`config.mk`:
```
export PLATFORM = sky130hd
export DESIGN_NAME = command_packet_deframer_flat
export DESIGN_NICKNAME = d
export VERILOG_FILES = /design/src/hw/rtl/cpd_pkg.sv /design/src/hw/rtl/cpd_if.sv /design/src/hw/rtl/cpd_step.sv /design/src/hw/rtl/command_packet_deframer.sv /design/src/flat_wrapper.sv
export SDC_FILE = /design/constraint.sdc
export NUM_CORES = 1
export LEC_CHECK = 0
export BUFFER_PORTS_ARGS = -buffer_cell sky130_fd_sc_hd__buf_4
export CELL_PAD_IN_SITES_DETAIL_PLACEMENT = 1
export CELL_PAD_IN_SITES_GLOBAL_PLACEMENT = 2
export CORE_MARGIN = 2
export CORE_UTILIZATION = 43
export CTS_CLUSTER_SIZE = 10
export DETAILED_ROUTE_END_ITERATION = 8
export GPL_TIMING_DRIVEN = 0
export HOLD_SLACK_MARGIN = 0.08
export PLACE_DENSITY = 0.84
export SYNTH_ARGS = -nofsm -noshare
export SYNTH_HDL_FRONTEND = slang
export SYNTH_SLANG_ARGS = --single-unit
export TNS_END_PERCENT = 20
```
`constraint.sdc`:
```
create_clock -name clk_i -period 8 [get_ports clk_i]
set_input_delay 0.8 -clock clk_i [delete_from_list [all_inputs] [get_ports clk_i]]
set_output_delay 0.8 -clock clk_i [all_outputs]
set_load 0.05 [all_outputs]
```
`src/hw/rtl/cpd_pkg.sv`:
```
// Package: types, constants and the id length table of the command packet deframer.
`timescale 1ns / 1ps
`default_nettype none

package cpd_pkg;

  localparam logic [7:0] TAIL_MARK  = 8'hED;
  localparam logic [7:0] BT_SECOND  = 8'hBF;
  localparam logic [7:0] ACK_A      = 8'hAA;
  localparam logic [7:0] ACK_B      = 8'hEE;
  localparam logic [7:0] ID_VARLEN  = 8'hF1;
  localparam logic [7:0] ID_BT      = 8'hFB;
  localparam logic [7:0] BT_NO_LEN  = 8'h01;
  localparam logic [8:0] VARLEN_ADD = 9'd5;

  typedef enum logic [1:0] {
    ST_ACCEPT = 2'd0,
    ST_FORMAT = 2'd1,
    ST_CHECK  = 2'd2
  } status_e;

  typedef struct packed {
    logic       in_packet;
    logic [7:0] head_id;
    logic [8:0] byte_index;
    logic [8:0] target_length;
    logic       length_known;
    logic [7:0] second_byte;
    logic [7:0] third_byte;
    logic [7:0] running_sum;
    logic [7:0] received_sum;
  } cpd_state_t;

  typedef struct packed {
    logic [7:0] command_id;
    logic [8:0] packet_length;
    status_e    status;
  } cpd_result_t;

  // Fixed length per id; zero marks an unknown id.
  function automatic logic [8:0] table_length(input logic [7:0] id);
    logic [8:0] len;
    case (id)
      8'hFD, 8'hFC, 8'hFB, 8'hFA:                 len = 9'd10;
      8'hF9, 8'hF8, 8'hF7, 8'hF6, 8'hF4, 8'hF3:   len = 9'd4;
      8'hF5:                                      len = 9'd15;
      8'hF2:                                      len = 9'd5;
      8'hEF:                                      len = 9'd8;
      8'hF1:                                      len = 9'd1;
      default:                                    len = 9'd0;
    endcase
    return len;
  endfunction

endpackage

`default_nettype wire

```
`src/hw/rtl/cpd_if.sv`:
```
// Valid/ready channel interfaces for received bytes and packet results.
`timescale 1ns / 1ps
`default_nettype none

interface cpd_in_if;
  logic       valid;
  logic       ready;
  logic [7:0] rx_byte;

  modport source (output valid, output rx_byte, input ready);
  modport sink (input valid, input rx_byte, output ready);
endinterface

interface cpd_out_if;
  logic       valid;
  logic       ready;
  logic [7:0] command_id;
  logic [8:0] packet_length;
  logic [1:0] status;

  modport source (output valid, output command_id, output packet_length, output status,
                  input ready);
  modport sink (input valid, input command_id, input packet_length, input status,
                output ready);
endinterface

`default_nettype wire

```
`src/hw/rtl/cpd_step.sv`:
```
// Per-byte framing logic: next parser state and the result of a finished packet.
`timescale 1ns / 1ps
`default_nettype none

module cpd_step
  import cpd_pkg::*;
(
  input  cpd_state_t  state_i,
  input  logic [7:0]  rx_byte_i,
  output cpd_state_t  state_o,
  output logic        done_o,
  output cpd_result_t result_o
);

  logic [8:0] tbl_len;
  logic       tbl_var;
  logic [8:0] tgt;
  logic       known;
  logic [8:0] count;
  logic [7:0] swapped;
  logic [7:0] chk;
  status_e    status;

  assign tbl_len = table_length(rx_byte_i);
  assign tbl_var = (rx_byte_i == ID_VARLEN);
  assign count   = state_i.byte_index + 9'd1;
  assign swapped = {state_i.second_byte[3:0], state_i.second_byte[7:4]};
  assign chk     = state_i.running_sum - state_i.received_sum;

  always_comb begin
    state_o  = state_i;
    done_o   = 1'b0;
    tgt      = state_i.target_length;
    known    = state_i.length_known;
    status   = ST_FORMAT;

    if (!state_i.in_packet) begin
      if (tbl_len != 9'd0) begin
        state_o.in_packet     = 1'b1;
        state_o.head_id       = rx_byte_i;
        state_o.byte_index    = 9'd1;
        state_o.target_length = tbl_var ? 9'd0 : tbl_len;
        state_o.length_known  = !tbl_var;
        state_o.second_byte   = '0;
        state_o.third_byte    = '0;
        state_o.running_sum   = '0;
        state_o.received_sum  = '0;
      end
    end else begin
      if (state_i.byte_index == 9'd1) begin
        state_o.second_byte = rx_byte_i;
      end
      if (state_i.byte_index == 9'd2) begin
        state_o.third_byte = rx_byte_i;
        // Variable-length ids take their length from the third byte
        if (state_i.head_id == ID_VARLEN) begin
          tgt   = {1'b0, rx_byte_i} + VARLEN_ADD;
          known = 1'b1;
        end else if (state_i.head_id == ID_BT && state_i.second_byte == BT_SECOND &&
                     rx_byte_i != BT_NO_LEN) begin
          tgt   = {1'b0, rx_byte_i} + 9'd1;
          known = 1'b1;
        end
      end

      if (known && count >= tgt) begin
        done_o = 1'b1;
        if (count < 9'd4 || swapped != state_i.head_id) begin
          status = ST_FORMAT;
        end else if (count == 9'd4) begin
          status = ((state_i.third_byte == ACK_A || state_i.third_byte == ACK_B) &&
                    rx_byte_i == TAIL_MARK) ? ST_ACCEPT : ST_FORMAT;
        end else begin
          status = (chk == state_i.received_sum && rx_byte_i == TAIL_MARK) ?
                   ST_ACCEPT : ST_CHECK;
        end
        state_o.in_packet     = 1'b0;
        state_o.byte_index    = '0;
        state_o.target_length = '0;
        state_o.length_known  = 1'b0;
        state_o.running_sum   = '0;
        state_o.received_sum  = '0;
      end else begin
        if (state_i.byte_index >= 9'd2) begin
          state_o.running_sum = state_i.running_sum + rx_byte_i;
        end
        state_o.received_sum  = rx_byte_i;
        state_o.byte_index    = count;
        state_o.target_length = tgt;
        state_o.length_known  = known;
      end
    end

    result_o.command_id    = state_i.head_id;
    result_o.packet_length = count;
    result_o.status        = status;
  end

endmodule

`default_nettype wire

```
`src/hw/rtl/command_packet_deframer.sv`:
```
// Top level of the command packet deframer: parser state, result register, handshakes.
//
// Takes one received byte per cycle and emits one result (id, length, status) per
// finished packet, in the cycle after the packet's last byte is accepted. Bytes that
// arrive while no packet is open and are not a known command id are dropped silently.
// All per-byte work is a compare, an 8-bit add and a counter step on the parser state,
// so the block sustains one byte per cycle; rx ready falls only while a result sits in
// the output register and the result side is not taking it.
`timescale 1ns / 1ps
`default_nettype none

module command_packet_deframer
  import cpd_pkg::*;
(
  input  logic            clk_i,
  input  logic            rst_ni,
  cpd_in_if.sink          rx_i,
  cpd_out_if.source       res_o
);

  cpd_state_t  state_q;
  cpd_state_t  state_d;
  logic        done;
  cpd_result_t result_d;
  cpd_result_t result_q;
  logic        out_valid_q;
  logic        accept;

  cpd_step u_step (
    .state_i   (state_q),
    .rx_byte_i (rx_i.rx_byte),
    .state_o   (state_d),
    .done_o    (done),
    .result_o  (result_d)
  );

  assign rx_i.ready = !out_valid_q || res_o.ready;
  assign accept     = rx_i.valid && rx_i.ready;

  always_ff @(posedge clk_i or negedge rst_ni) begin
    if (!rst_ni) begin
      state_q     <= '0;
      out_valid_q <= 1'b0;
    end else begin
      if (accept) begin
        state_q <= state_d;
      end
      if (accept && done) begin
        out_valid_q <= 1'b1;
      end else if (res_o.ready) begin
        out_valid_q <= 1'b0;
      end
    end
  end

  always_ff @(posedge clk_i) begin
    if (accept && done) begin
      result_q <= result_d;
    end
  end

  assign res_o.valid         = out_valid_q;
  assign res_o.command_id    = result_q.command_id;
  assign res_o.packet_length = result_q.packet_length;
  assign res_o.status        = result_q.status;

endmodule

`default_nettype wire

```
`src/flat_wrapper.sv`:
```
// flat-port wrapper written by rule: the top's interface ports become plain ports
module command_packet_deframer_flat import cpd_pkg::*;
  (clk_i, rst_ni, rx_i_valid, rx_i_rx_byte, rx_i_ready, res_o_valid, res_o_command_id, res_o_packet_length, res_o_status, res_o_ready);
  cpd_in_if rx_i_i ();
  cpd_out_if res_o_i ();
  input  logic clk_i;
  input  logic rst_ni;
  input wire logic [$bits(rx_i_i.valid)-1:0] rx_i_valid;
  input wire logic [$bits(rx_i_i.rx_byte)-1:0] rx_i_rx_byte;
  output wire logic [$bits(rx_i_i.ready)-1:0] rx_i_ready;
  output wire logic [$bits(res_o_i.valid)-1:0] res_o_valid;
  output wire logic [$bits(res_o_i.command_id)-1:0] res_o_command_id;
  output wire logic [$bits(res_o_i.packet_length)-1:0] res_o_packet_length;
  output wire logic [$bits(res_o_i.status)-1:0] res_o_status;
  input wire logic [$bits(res_o_i.ready)-1:0] res_o_ready;
  assign rx_i_i.valid = rx_i_valid;
  assign rx_i_i.rx_byte = rx_i_rx_byte;
  assign rx_i_ready = rx_i_i.ready;
  assign res_o_valid = res_o_i.valid;
  assign res_o_command_id = res_o_i.command_id;
  assign res_o_packet_length = res_o_i.packet_length;
  assign res_o_status = res_o_i.status;
  assign res_o_i.ready = res_o_ready;
  command_packet_deframer u_core (.clk_i(clk_i), .rst_ni(rst_ni), .rx_i(rx_i_i), .res_o(res_o_i));
endmodule
```
**Word level (Yosys, flattened, before mapping)**

Index checks and enable logic that the tools add are counted.

- Register bits: 80
- Input port bits: 12
- Output and inout bits: 21
- Logic and storage cells: 101

- $add $sub $neg: 5
- Magnitude comparators: 3
- Eq/ne operators: 29
- Muxes and demuxes: 26
- Bitwise logic cells: 2
- Reduce and logical (&&, ||, !) cells: 23

Operators by type and width:

| kind | count |
|---|---|
| 8-bit equality test, second input constant | 20 |
| 60-bit 2-to-1 mux | 1 |
| 51-bit 2-to-1 mux | 1 |
| 9-bit 2-to-1 mux | 5 |
| 8-bit 2-to-1 mux | 3 |
| 4-bit case mux with 6 select lines | 1 |
| 19-bit 2-to-1 mux | 1 |
| 16-bit 2-to-1 mux | 1 |
| 3-bit AND reduction | 4 |
| 1-bit 2-to-1 mux | 11 |
| 8-bit by 1-bit adder with 9-bit output, second input constant | 1 |
| 8-bit by 3-bit adder with 9-bit output, second input constant | 1 |
| 9-bit by 1-bit adder with 9-bit output, second input constant | 1 |
| 9-bit by 1-bit equality test with 1-bit output, second input constant | 1 |
| 9-bit by 2-bit equality test with 1-bit output, second input constant | 1 |
| 9-bit by 3-bit equality test with 1-bit output, second input constant | 1 |
| 9-bit by 2-bit greater-or-equal comparator with 1-bit output, second input constant | 1 |
| 9-bit greater-or-equal comparator | 1 |
| 9-bit by 3-bit < comparator with 1-bit output, second input constant | 1 |
| 9-bit nonzero test | 1 |
| 8-bit adder | 1 |
| 8-bit equality test | 1 |
| 8-bit by 1-bit != test with 1-bit output, second input constant | 1 |
| 8-bit != test | 1 |
| other kinds (13) | 26 |

**Logic depth before layout (Yosys ltp)**

- Depth in word-level cells: 13
- Mapped depth: 18
- Mapped depth without buffers: 16

**Cells and area by module**

A second synthesis with hierarchy kept.

- Cells, all modules: 606
- Area, all modules: 6095.8 um^2

Modules (own cells, without submodules):

| module | instances | cells each | area an instance (um^2) | seq. area each (um^2) |
|---|---|---|---|---|
| command_packet_deframer | 1 | 151 | 3104.2 | 2097.0 |
| cpd_step | 1 | 455 | 2991.6 | 0.0 |

**Worst setup path after synthesis**

No wires, ideal clock.

- Path type: input -> register
- Start: in rx_i_rx_byte[1]
- End: reg u_core.result_q (netlist bit u_core.res_o.command_id[0]) (enable)
- Library setup time: 0.395 ns
- Data arrival time: 3.867 ns
- Data required time: 7.605 ns
- Slack: 3.739 ns
- Cell stages on the path: 14
- Buffers on the path: 1
- Cell sequence: inv_1 > ha_1 > clkbuf_2 > nand3_2 > nand4_2 > maj3_2 > a221o_1 > a21boi_1 > ha_1 > o21ai_0 > o21bai_1 > a21o_1 > nand2_2 > nor2_1

- Longest elaborated chain between the ends: 11
- Elaborated cells on any way between the ends: 17
- Those cells by class: add/sub: 2; order compare: 1; eq/ne: 1; mux: 10; reduce/logical: 3

Ends and longest elaborated chain:

| what | line | source |
|---|---|---|
| start: declaration | flat_wrapper.sv:9 | `input wire logic [$bits(rx_i_i.rx_byte)-1:0] rx_i_rx_byte;` |
| parallel branches: the longest is 7 deep, another holds 8-bit by 1-bit adder with 9-bit output | - |  |
| 1-bit logical AND * | cpd_step.sv:66 | `if (known && count >= tgt) begin` |
| 1-bit 2-to-1 mux * | cpd_step.sv:66 |  |
| 1-bit 2-to-1 mux * | cpd_step.sv:37 | `if (!state_i.in_packet) begin` |
| 1-bit logical AND * | command_packet_deframer.sv:57 | `if (accept && done) begin` |
| end signal: assignment | command_packet_deframer.sv:58 | `result_q <= result_d;` |
| end: declaration | command_packet_deframer.sv:25 | `cpd_result_t result_q;` |

Every way passes the cells marked *. The select of a mux whose other input is x is not followed.
A chain may end at the register's enable or synchronous reset.

**Worst setup path in the final report**

- Start: in rx_i_rx_byte[1]
- End: reg u_core.result_q (netlist bit u_core.res_o.packet_length[5]) (enable)

The elaborated chain is that of the path after synthesis.

==> flow_summary_export.csv <==
group,metric,value,unit
run_status,outcome,"complete, no violations",
synth,ys_types,72,
sta,fin_worst_skew,7.49,ps
placed_design,place_inst,678,
finish,fin_nets,591,
sta,setup_viol,0,
worst_setup_path,cp_slowest_cell,"maj3_2",
sta,relSlewSlack,0.458,
pwr,vdd_drop_max,0.152,mV
routing,dr.pass1.iters,4,
synth,synth_area,0.00506,sq mm
sta,timing.final.crit_share,0.521,
clocking,clock-root-buffer,"clkbuf_16",
clocking,clockBufferDepth,2,
grt,gr-usage-met1,0.329,
routing,drc,0,
placed_design,port_buffers,31,
synth,synth_edf_count,19,
placed_design,gp_congestion,0.878,
worst_setup_path,cp_slowest_stage_delay,390,ps
die,die_h,112,microns
grt,grt_max_degree,61,
placed_design,hpwl,10.7,mm
placed_design,place_area,0.00550,sq mm
routing,first_iter_violations,261,
sta,finalHoldViolCount,0,
grt,grt_pass1_wl,23.4,mm
routing,avgViaCountPerCell,5.87,
sta,maxSlewViolCount,0,
grt,grt_pass1_vias,4194,
clocking,cts_resized,0,
sta,period_needed,4170,ps
sta,grt_setup_unrepaired,"false",
die,dieArea,0.0126,sq mm
clocking,cts.sinks,79,
clocking,postCtsSetupRepairBufs,0,
hold_path,hold_class,"reg2reg",
grt,grtUsageTotal,0.241,
die,die_w,112,microns
routing,drt_wl_total,14.6,mm
worst_setup_path,path_cells,"buf_4 > inv_1 > ha_1 > clkbuf_2 > nand3_2 > nand4_2 > maj3_2 > a221o_1 > a21boi_1 > ha_1 > o21ai_0 > o21bai_1 > a21o_1 > nand2_2 > nor2_2 > buf_16",
pwr,p_leak,2.53,nW
routing,detail-route-antenna-nets,0,
sta,hold_ws,504,ps
finish,stdcell_area,0.00582,sq mm
sta,fmax,240,MHz
pwr,power_density,338,mW/mm^2
synth,synth_warnings,0,
synth,syn_nets,548,
finish,antenna_cells,0,
routing,wire_per_inst,21.1,microns
clocking,cts_tree,"done",
grt,antenna_found_initial,0,
clocking,clk_latency,350,ps
die,core_area,0.0115,sq mm
worst_setup_path,crit_fanout,16,
synth,synth_ff_type,"dfrtp_1",
die,io_pins,33,
run,drv_cap,0,
finish,layout-area-overhead-vs-synth,15.1,%
routing,vias,4073,
sta,fin_tns_setup,0,ps
die,start_util,0.441,
finish,drive_gt1_frac,0.187,
grt,overflow,0,
synth,syn_area_per_cell,10.1,sq um
synth,synth_seq_cells,79,
die,rows,39,
worst_setup_path,setup.worst_path.end_class,"flip-flop",
clocking,hold_buffers,0,
worst_setup_path,worstPathArrival,4220,ps
finish,final_cells,694,
finish,mostFrequentLayoutCell,"dfrtp_1",
worst_setup_path,crit_path_frequent_cell,"ha_1",
synth,syn_inst,503,
worst_setup_path,critical_path_class,"in2reg",
grt,top_usage_layer,"met2",
sta,worst_pin_slew,813,ps
worst_setup_path,critPathRequiredTime,8050,ps
synth,synthArstFlopShare,0.759,
finish,final_cell_mix,"60 x dfrtp_1, 48 x nand2_1, 38 x o21ai_0, 33 x buf_4, 31 x ha_1",
grt,grtUsageMet2,0.392,
synth,ys_seq_area_frac,0.410,
worst_setup_path,cp-start-kind,"input port",
clocking,cts_made_buffers,9,
clocking,htree_levels,3,
clocking,clk_pin_slew,60,ps
grt,use_met3,0.0378,
worst max-delay path: cells and delay by family:
kind / cells / cell delay (ps)
fa+ha+maj: 3 / 840
buf+inv: 4 / 630
compound gates: 5 / 970
simple gates: 4 / 950
worst paths after layout:
| kind | start | end | slack [ps] | cells after the start |
|---|---|---|---|---|
| worst max-delay path | rx_i_rx_byte[1] | u_core.res_o.packet_length[5]$_DFFE_PP_ | 3830 | 16 |
| worst min-delay path | u_core.state_q[38]$_DFFE_PN0P_ | u_core.state_q[38]$_DFFE_PN0P_ | 500 | 2 |
| worst max register to register | u_core.state_q[58]$_DFFE_PN0P_ | u_core.res_o.packet_length[5]$_DFFE_PP_ | 3920 | 14 |
| worst min register to register | u_core.state_q[38]$_DFFE_PN0P_ | u_core.state_q[38]$_DFFE_PN0P_ | 500 | 2 |
| max in group asynchronous | rst_ni | u_core.state_q[27]$_DFFE_PN0P_ | 6920 | 1 |
| min in group asynchronous | rst_ni | u_core.state_q[14]$_DFFE_PN0P_ | 540 | 1 |
kinds of logic (layout without fill, tap and decap cells):
kind of cell,after synthesis,count (layout),share of synthesized area
AO/OA/AOI/OAI,139,139,0.195
XOR/XNOR,39,39,0.0675
adder cells (fa/ha/maj),34,34,0.0868
buffers and inverters,46,94,0.0418
flip-flops,79,79,0.410
multiplexers,11,11,0.0228
AND/OR/NAND/NOR,155,155,0.176
sequential cells by signal (all words and copies together) (netlist names):
register	count
u_core.res_o.packet_length	9
u_core.res_o.valid	1
u_core.state_q	59
u_core.res_o.status	2
u_core.res_o.command_id	8
through the flow:
stage | util | setup WS, ps | power, mW
after CTS | 0.508 | 3830 | 1.98
after global routing | 0.508 | 3600 | 2.11
after floorplan | - | 3740 | 1.29
after detailed placement | 0.480 | 3460 | 1.52
after global placement | 0.477 | 2540 | 1.47
final | 0.508 | 3830 | 1.97
routing by layer:
| layer | wire length [microns] | up-vias |
|---|---|---|
| li1 | - | 1918 |
| met1 | 6710 | 2040 |
| met2 | 6950 | 98 |
| met3 | 669 | 17 |
| met4 | 278 | 0 |
| met5 | 0 | - |
report_power, final:
group          internal (mW)  switching, mW  total, mW
Sequential             0.524          0.111      0.635
Combinational          0.377          0.501      0.879
Clock                  0.276          0.176      0.452
Total                   1.18          0.789       1.97
area by class of cell:
type	instances	area (sq um)
fillers	1300	5640
multi-input cells	378	2780
flip-flops and latches	79	2070
repair buffers	32	260
clock buffers	10	229
well taps	143	179
plain buffers	23	125
clock inverters	6	93.8
inverters	23	86.3
cells in the mapped netlist, types with 3 or more instances:
library cell,count,area share
mux2i_1,7,0.014
nand2b_1,5,0.0062
o21a_1,3,0.0045
mux2_2,4,0.0089
a21o_1,4,0.0059
nand3_1,13,0.013
inv_1,23,0.017
o21ai_0,38,0.038
and2_1,3,0.0037
buf_2,10,0.0099
nor3_1,14,0.014
nor4_4,3,0.013
xor2_1,18,0.031
o21bai_1,3,0.0045
clkbuf_2,3,0.0030
a221o_1,5,0.0099
edfxtp_1,19,0.11
dfrtp_1,60,0.30
nor2_2,5,0.0062
and3_1,5,0.0062
nand4_2,3,0.0074
nand4_1,4,0.0049
a21oi_1,23,0.023
or2_2,3,0.0037
a22oi_1,12,0.018
o22ai_1,5,0.0062
a22o_1,17,0.029
xnor2_1,21,0.036
nand2_1,48,0.036
o2bb2ai_1,3,0.0052
nor2b_1,7,0.0087
ha_1,31,0.077
clkbuf_1,6,0.0045
nor2_1,23,0.017
Note: power is estimated with default switching activity, not from simulation.
